$ cat src/hw/rtl/dfsp_pkg.sv
// Shared types and constants for the deauthentication frame SSID parser.
// No dependencies; the parser, report and top-level files import this package.
package dfsp_pkg;

  localparam int unsigned MAC_W          = 48;
  localparam int unsigned MAC_BYTES      = 6;
  localparam int unsigned MAC_FIRST_BYTE = 10;
  localparam int unsigned SSID_LEN_W     = 6;
  localparam int unsigned CFG_IDX_W      = 2;
  localparam int unsigned CFG_DATA_W     = 8;

  // Configuration register indexes
  localparam logic [CFG_IDX_W-1:0] REG_ELEM_OFFSET  = 2'd0;
  localparam logic [CFG_IDX_W-1:0] REG_MATCH_SUBTYP = 2'd1;
  localparam logic [CFG_IDX_W-1:0] REG_SSID_ID      = 2'd2;

  // Configuration reset values
  localparam logic [7:0] ELEM_OFFSET_RST  = 8'd36;
  localparam logic [3:0] MATCH_SUBTYP_RST = 4'hC;
  localparam logic [7:0] SSID_ID_RST      = 8'h00;

  // Result item kinds
  localparam logic KIND_HEADER = 1'b0;
  localparam logic KIND_CHAR   = 1'b1;

  typedef struct packed {
    logic [7:0] frame_byte;
    logic       frame_end;
    logic       is_management;
  } in_item_t;

  typedef struct packed {
    logic                  item_kind;
    logic [MAC_W-1:0]      source_mac;
    logic                  ssid_found;
    logic [SSID_LEN_W-1:0] ssid_length;
    logic [7:0]            ssid_char;
    logic                  last_of_report;
  } out_item_t;

  typedef struct packed {
    logic [CFG_IDX_W-1:0]  index;
    logic [CFG_DATA_W-1:0] data;
  } cfg_wr_t;

  typedef struct packed {
    logic [7:0] elem_offset;
    logic [3:0] match_subtype;
    logic [7:0] ssid_id;
  } cfg_t;

  // Frame-end hand-off from the parser to the report stage
  typedef struct packed {
    logic                  start;
    logic [MAC_W-1:0]      mac;
    logic                  found;
    logic [SSID_LEN_W-1:0] len;
  } rpt_start_t;

endpackage

$ cat src/hw/rtl/dfsp_stream_if.sv
// Valid/ready channel carrying one payload per transaction.
// Payload type comes in as a parameter; typically a dfsp_pkg struct.
interface dfsp_stream_if #(
  parameter type payload_t = logic
) ();
  logic     valid;
  logic     ready;
  payload_t payload;

  modport source (output valid, output payload, input ready);
  modport sink   (input valid, input payload, output ready);
endinterface

$ cat src/hw/rtl/dfsp_report.sv
// Report buffer and output register: emits the header and SSID bytes of one
// frame while the parser moves on. Depends on dfsp_pkg and dfsp_stream_if.
module dfsp_report import dfsp_pkg::*; #(
  parameter int unsigned SSID_MAX_BYTES = 32
) (
  input  logic                        clk,
  input  logic                        rst_n,
  input  rpt_start_t                  rpt_start,
  input  logic [SSID_MAX_BYTES*8-1:0] ssid_bytes,
  output logic                        rpt_free,
  dfsp_stream_if.source               out_ch
);

  localparam int unsigned CNT_W = $clog2(SSID_MAX_BYTES + 1);
  localparam int unsigned IDX_W = (SSID_MAX_BYTES > 1) ? $clog2(SSID_MAX_BYTES) : 1;

  logic             busy_r;
  logic [CNT_W-1:0] idx_r;
  logic [CNT_W-1:0] len_r;
  logic             found_r;
  logic [MAC_W-1:0] mac_r;
  logic [7:0]       store_r [SSID_MAX_BYTES];
  logic             out_vld_r;
  out_item_t        out_r;

  logic             item_last;
  logic             load;
  logic [CNT_W-1:0] idx_m1;
  out_item_t        item;

  assign item_last = (idx_r == len_r);
  assign load      = busy_r && (!out_vld_r || out_ch.ready);
  assign rpt_free  = !busy_r || (load && item_last);
  assign idx_m1    = idx_r - 1'b1;

  always_comb begin
    item.item_kind      = (idx_r == '0) ? KIND_HEADER : KIND_CHAR;
    item.source_mac     = mac_r;
    item.ssid_found     = found_r;
    item.ssid_length    = SSID_LEN_W'(len_r);
    item.ssid_char      = (idx_r == '0) ? 8'd0 : store_r[idx_m1[IDX_W-1:0]];
    item.last_of_report = item_last;
  end

  assign out_ch.valid   = out_vld_r;
  assign out_ch.payload = out_r;

  always_ff @(posedge clk) begin
    if (!rst_n) begin
      busy_r    <= 1'b0;
      idx_r     <= '0;
      out_vld_r <= 1'b0;
    end else begin
      if (rpt_start.start) begin
        busy_r <= 1'b1;
        idx_r  <= '0;
      end else if (load) begin
        if (item_last) begin
          busy_r <= 1'b0;
        end
        idx_r <= idx_r + 1'b1;
      end
      if (load) begin
        out_vld_r <= 1'b1;
      end else if (out_ch.ready) begin
        out_vld_r <= 1'b0;
      end
    end
  end

  always_ff @(posedge clk) begin
    if (rpt_start.start) begin
      len_r   <= CNT_W'(rpt_start.len);
      found_r <= rpt_start.found;
      mac_r   <= rpt_start.mac;
      for (int i = 0; i < SSID_MAX_BYTES; i++) begin
        store_r[i] <= ssid_bytes[i*8 +: 8];
      end
    end
    if (load) begin
      out_r <= item;
    end
  end

  a_start_when_free: assert property (@(posedge clk) disable iff (!rst_n)
    rpt_start.start |-> rpt_free)
    else $error("report started while previous report still pending");

  a_idx_in_range: assert property (@(posedge clk) disable iff (!rst_n)
    busy_r |-> idx_r <= len_r)
    else $error("report index ran past length");

  a_header_shape: assert property (@(posedge clk) disable iff (!rst_n)
    (out_vld_r && out_r.item_kind == KIND_HEADER) |->
      (out_r.last_of_report == (out_r.ssid_length == '0)) &&
      (out_r.ssid_found || out_r.ssid_length == '0))
    else $error("inconsistent header item");

endmodule

$ cat src/flat_wrapper.sv
// flat-port wrapper written by rule: the top's interface ports become plain ports
module dfsp_report_flat import dfsp_pkg::*;
#(
  parameter int unsigned SSID_MAX_BYTES = 32
)
  (clk, rst_n, rpt_start, ssid_bytes, rpt_free, out_ch_valid, out_ch_payload, out_ch_ready);
  dfsp_stream_if out_ch_i ();
  input  logic clk;
  input  logic rst_n;
  input  rpt_start_t rpt_start;
  input  logic [SSID_MAX_BYTES*8-1:0] ssid_bytes;
  output logic rpt_free;
  output wire logic [$bits(out_ch_i.valid)-1:0] out_ch_valid;
  output wire logic [$bits(out_ch_i.payload)-1:0] out_ch_payload;
  input wire logic [$bits(out_ch_i.ready)-1:0] out_ch_ready;
  assign out_ch_valid = out_ch_i.valid;
  assign out_ch_payload = out_ch_i.payload;
  assign out_ch_i.ready = out_ch_ready;
  dfsp_report #(.SSID_MAX_BYTES(SSID_MAX_BYTES)) u_core (.clk(clk), .rst_n(rst_n), .rpt_start(rpt_start), .ssid_bytes(ssid_bytes), .rpt_free(rpt_free), .out_ch(out_ch_i));
endmodule
$ cat config.mk
export PLATFORM = sky130hd
export DESIGN_NAME = dfsp_report_flat
export DESIGN_NICKNAME = d
export VERILOG_FILES = /design/src/hw/rtl/dfsp_pkg.sv /design/src/hw/rtl/dfsp_stream_if.sv /design/src/hw/rtl/dfsp_report.sv /design/src/flat_wrapper.sv
export SDC_FILE = /design/constraint.sdc
export NUM_CORES = 1
export LEC_CHECK = 0
export BUFFER_PORTS_ARGS = -buffer_cell sky130_fd_sc_hd__buf_2
export CORE_AREA = 5 5 120 122
export DETAILED_ROUTE_END_ITERATION = 8
export DIE_AREA = 0 0 125 127
export GPL_ROUTABILITY_DRIVEN = 0
export GPL_TIMING_DRIVEN = 0
export PLACE_DENSITY = 0.45
export REMOVE_ABC_BUFFERS = 1
export SLEW_MARGIN = 20
export SYNTH_ARGS = -nofsm -noshare
export SYNTH_HDL_FRONTEND = slang
export SYNTH_SLANG_ARGS = --single-unit
$ cat constraint.sdc
create_clock -name clk -period 1.4 [get_ports clk]
set_input_delay 0 -clock clk [delete_from_list [all_inputs] [get_ports clk]]
set_output_delay 0 -clock clk [all_outputs]
set_load 0.01 [all_outputs]
==> run summary <==
The critical path goes through xnor2_1 -> nand2_1 -> o31ai_2 -> buf_2. After layout, the worst path uses 97.9% of the clock period. Global routing used 1.83% of the available tracks. The run gives 0 as the number of setup buffers added after CTS. The critical path starts at u_core.len_r[5]$_DFFE_PP_. The area share of the largest cell type after synthesis works out to 32.5%. The power density over cell area works out to 1050 mW/mm². The logs give 4.94% for the initial core utilization and 0 for the number of maximum-capacitance violations.

The run gives 21 as the number of distinct standard cells referenced by the synthesized netlist. The worst supply voltage drop on vdd came out at 0.405 mV. For the synthesized instance count, the log shows 58. The cell sitting at the root of the clock tree is a sky130_fd_sc_hd__clkbuf_16. Type of element capturing the critical path: a primary output. The pin count of the biggest net entering global routing is 14, and the count of standard-cell rows is 42.

The critical path is of the register to primary output type. The combinational group share of total power was 7.8%. The synthesized design spends more area on one cell type than any other, namely sky130_fd_sc_hd__edfxtp_1. Clock tree synthesis found a total of 15 sinks. Setup repair after global routing could not meet its margin everywhere. The number of buffers created by CTS was 3; the number of global-route vias before repair was 538.

The share of cells above drive strength 1 works out to 30.4%. The worst stage delay on the critical path is 0.38 ns. After detailed routing, the average wire length per cell comes to 5.85 µm. The area added between synthesis and finish came out at 66.0%. In this run the vertical extent of the chip is 127 µm. The worst hold slack across all endpoints was 0.0382 ns. The worst register-to-register path ends at u_core.idx_r[4]$_SDFFE_PP0P_. At the pin with the least slew margin, the transition time is 0.442 ns. The clock network burns 48.1% of the power. The critical path ends at rpt_free. For this block, the initial DRC count from the detailed router was 27. The maximum fanout encountered on the critical timing path was 2.

The number of buffers on the longest clock path was 2; the total of flip-flops plus latches after synthesis was 15. The first global-routing pass estimated 2430 µm of wire. The tools report the total via count after detailed routing as 508. The cell-internal power was 0.914 mW; the count of flip-flops with a built-in enable after synthesis was 7. The total count of max-transition violations in the final report was 0; the count of antenna-violating nets left after detailed routing was 0. The tightest min-delay check is of the input pin to register type. Dividing the detail-routed via count by the number of cells gives 1.99.

The final setup skew is 0.00121 ns. The analysis attributes to cell leakage a power of 0.304 nW. Critical path launch point type: a register. The horizontal extent of the die is 125 µm, and the sequential fraction of the synthesis area is 57.3%.

Among all flip-flop cells after synthesis, the most frequent one is sky130_fd_sc_hd__dfxtp_1. The run finished with clean final reports. In this run the most critical hold path is launched from rst_n. 318 I/O pins were placed. Static timing analysis puts the maximum clock frequency at 730 MHz. Die area: 0.0159 mm².

The worst register-to-register path begins at u_core.idx_r[0]$_SDFFE_PP0P_. For this run, the post-layout net count is 396. Detailed placement finished with a half-perimeter wire length of 1180 µm. The sequential cells in the finished layout cover a total of 375 µm².

The total congestion overflow after global routing was 0; the number of H-tree levels was 1. The source-to-sink clock delay at the later pin of the worst-skew pair came out at 0.24 ns. The repair_antennas step left the layout with diodes totalling 0. The tools report the critical path data arrival time as 1.37 ns. Clock-pin slew was measured on the worst setup and hold paths at 0.05 ns.

The run gives 275 µm² as the area of combinational cells with multiple inputs. For the worst flop-to-flop path, the logic depth is 4. After filler insertion, the fill cell instance count of the layout stands at 1,516.

Worst endpoint required time: 1.40 ns. The slack of the worst reg-to-reg path was 0.07 ns; the floorplan core area was 0.0131 mm². For the finished layout, the period the worst path requires is 1.37 ns.

The number of setup violations in the final report was 0. The cell with the largest stage delay on the worst path is sky130_fd_sc_hd__edfxtp_1. After detailed routing, the number of remaining DRC violations is 0.

The count of buffers inserted at the top-level ports works out to 12. Net switching is 19.0% of the power. The run gives 0 as the number of endpoints with negative hold slack in the final report.

The proportion of power drawn by flip-flops and latches came out at 44.1%. Of all flip-flops after synthesis, the portion carrying an async set or reset was 0%. The first-pass iteration count of the detailed router is 3.

During synthesis, Yosys emitted a total of 0 warnings. The logs give 0 for the initial antenna violation count and 70.4% for the headroom to the max-slew limit. After synthesis the cells add up to 647 µm². The final-layout setup total negative slack came out at 0 ns. By area the synthesized netlist is led by sky130_fd_sc_hd__edfxtp_1 32%, sky130_fd_sc_hd__dfxtp_1 25%, sky130_fd_sc_hd__xnor2_1 8.1%.

The wire length after detailed routing came out at 1490 µm. TritonCTS built the clock tree. The analysis attributes to net switching a power of 0.214 mW. The mean instance size in the synthesized netlist was 11.2 µm².
==> area by class of cell <==
| cell class | instances | area share (%) |
|---|---|---|
| sequential | 15 | 35.0 |
| multi-input combinational | 41 | 25.6 |
| tap | 176 | 20.5 |
| timing repair buffer | 18 | 11.2 |
| clock buffer | 4 | 7.34 |
| inverter | 1 | 0.350 |
==> stage by stage <==
stage                     power, mW  std cells  setup WS [ns]  cell area, µm²  utilization [%]
after floorplan               0.543         57          0.136             642                -
after global placement        0.578        245         0.0293             922             7.05
after detailed placement      0.580        245         0.0178             922             7.05
after CTS                      1.14        255        -0.0125            1070             8.20
after global routing           1.18        255        -0.0446            1070             8.20
final                          1.13        255         0.0297            1070             8.20
==> power groups by stage <==
stage | sequential (mW) | combinational [mW] | clock (mW)
2_1_floorplan | 0.505 | 0.0386 | 0
3_3_place_gp | 0.506 | 0.0725 | 0
3_5_place_dp | 0.506 | 0.0737 | 0
4_1_cts | 0.498 | 0.0896 | 0.555
5_1_grt | 0.499 | 0.0962 | 0.586
6_report | 0.498 | 0.0875 | 0.543
==> critical path, delay by kind of cell, from the launching register on <==
kind / cells / cell delay (ns)
DFF: 1 / 0.38
xor gates and xnor gates: 1 / 0.22
and+or+nand+nor: 1 / 0.12
buffers and inverters: 1 / 0.17
AOI/OAI and AO/OA: 1 / 0.25
==> state kept, by name, summed over array words and instances, names as in the netlist <==
signal / flops
u_core.busy_r: 1
u_core.idx_r: 6
u_core.len_r: 6
u_core.out_ch.payload: 1
u_core.out_ch.valid: 1
==> cells by family after synthesis <==
group | share of synthesized area [%]
buffers and inverters | 1.35
DFF | 57.3
xor gates and xnor gates | 8.12
AOI/OAI and AO/OA | 14.5
and+or+nand+nor | 16.8
adders and majority gates | 1.93
==> cell usage after synthesis, types with 2 or more instances <==
| master | count |
|---|---|
| sky130_fd_sc_hd__or4_1 | 3 |
| sky130_fd_sc_hd__nand4_1 | 2 |
| sky130_fd_sc_hd__a21oi_1 | 6 |
| sky130_fd_sc_hd__xnor2_1 | 6 |
| sky130_fd_sc_hd__edfxtp_1 | 7 |
| sky130_fd_sc_hd__nand2b_1 | 2 |
| sky130_fd_sc_hd__o21ai_0 | 3 |
| sky130_fd_sc_hd__dfxtp_1 | 8 |
| sky130_fd_sc_hd__nand2_1 | 4 |
| sky130_fd_sc_hd__o31ai_1 | 4 |
| sky130_fd_sc_hd__nor2_1 | 2 |
| sky130_fd_sc_hd__nand3_1 | 2 |
==> worst min path at each step <==
| stage | slack, ns | cells after the start | end |
|---|---|---|---|
| floorplan | 0.1 | 0 | u_core.len_r[0]$_DFFE_PP_ |
| global placement | 0.18 | 1 | u_core.len_r[0]$_DFFE_PP_ |
| detailed placement | 0.18 | 1 | u_core.len_r[0]$_DFFE_PP_ |
| CTS | 0.03 | 2 | u_core.busy_r$_SDFFE_PN0P_ |
| global route | 0.03 | 2 | u_core.busy_r$_SDFFE_PN0P_ |
| finish | 0.04 | 2 | u_core.busy_r$_SDFFE_PN0P_ |
==> layout by cell type, fill, tap and decap left out <==
| master | n |
|---|---|
| sky130_fd_sc_hd__nand4_1 | 2 |
| sky130_fd_sc_hd__o221a_2 | 1 |
| sky130_fd_sc_hd__buf_2 | 12 |
| sky130_fd_sc_hd__dlygate4sd3_1 | 6 |
| sky130_fd_sc_hd__o31ai_2 | 1 |
| sky130_fd_sc_hd__o21ai_0 | 3 |
| sky130_fd_sc_hd__ha_1 | 1 |
| sky130_fd_sc_hd__a21oi_1 | 6 |
| sky130_fd_sc_hd__or3_1 | 1 |
| sky130_fd_sc_hd__nand4b_1 | 1 |
| sky130_fd_sc_hd__clkbuf_16 | 3 |
| sky130_fd_sc_hd__edfxtp_1 | 7 |
| sky130_fd_sc_hd__nand2_1 | 4 |
| sky130_fd_sc_hd__dfxtp_1 | 4 |
| sky130_fd_sc_hd__nand2b_1 | 2 |
| sky130_fd_sc_hd__o31ai_1 | 3 |
| sky130_fd_sc_hd__nand3_1 | 2 |
| sky130_fd_sc_hd__inv_2 | 1 |
| sky130_fd_sc_hd__a21boi_0 | 1 |
| sky130_fd_sc_hd__or3_2 | 1 |
| sky130_fd_sc_hd__nor2_1 | 2 |
| sky130_fd_sc_hd__clkbuf_1 | 1 |
| sky130_fd_sc_hd__xnor2_1 | 6 |
| sky130_fd_sc_hd__nor2b_2 | 1 |
| sky130_fd_sc_hd__or4_1 | 3 |
| sky130_fd_sc_hd__dfxtp_2 | 4 |
==> per-layer routing <==
layer	share of wire [%]	routed length, µm	GRT usage (%)	up-vias
met3	1.0	15	0.501	2
met4	1.8	27	0.957	0
met5	0	0	0	-
li1	-	-	-	261
met1	48	714	2.13	238
met2	49	734	3.07	7
==> what timing repair did <==
item                                    4_1_cts  5_1_grt
endpoints found under the hold margin         6        0
resized for setup                             6        0
hold buffers                                  6        0
endpoints found under the setup margin        2        1
Power figures use the tool's default switching activity.
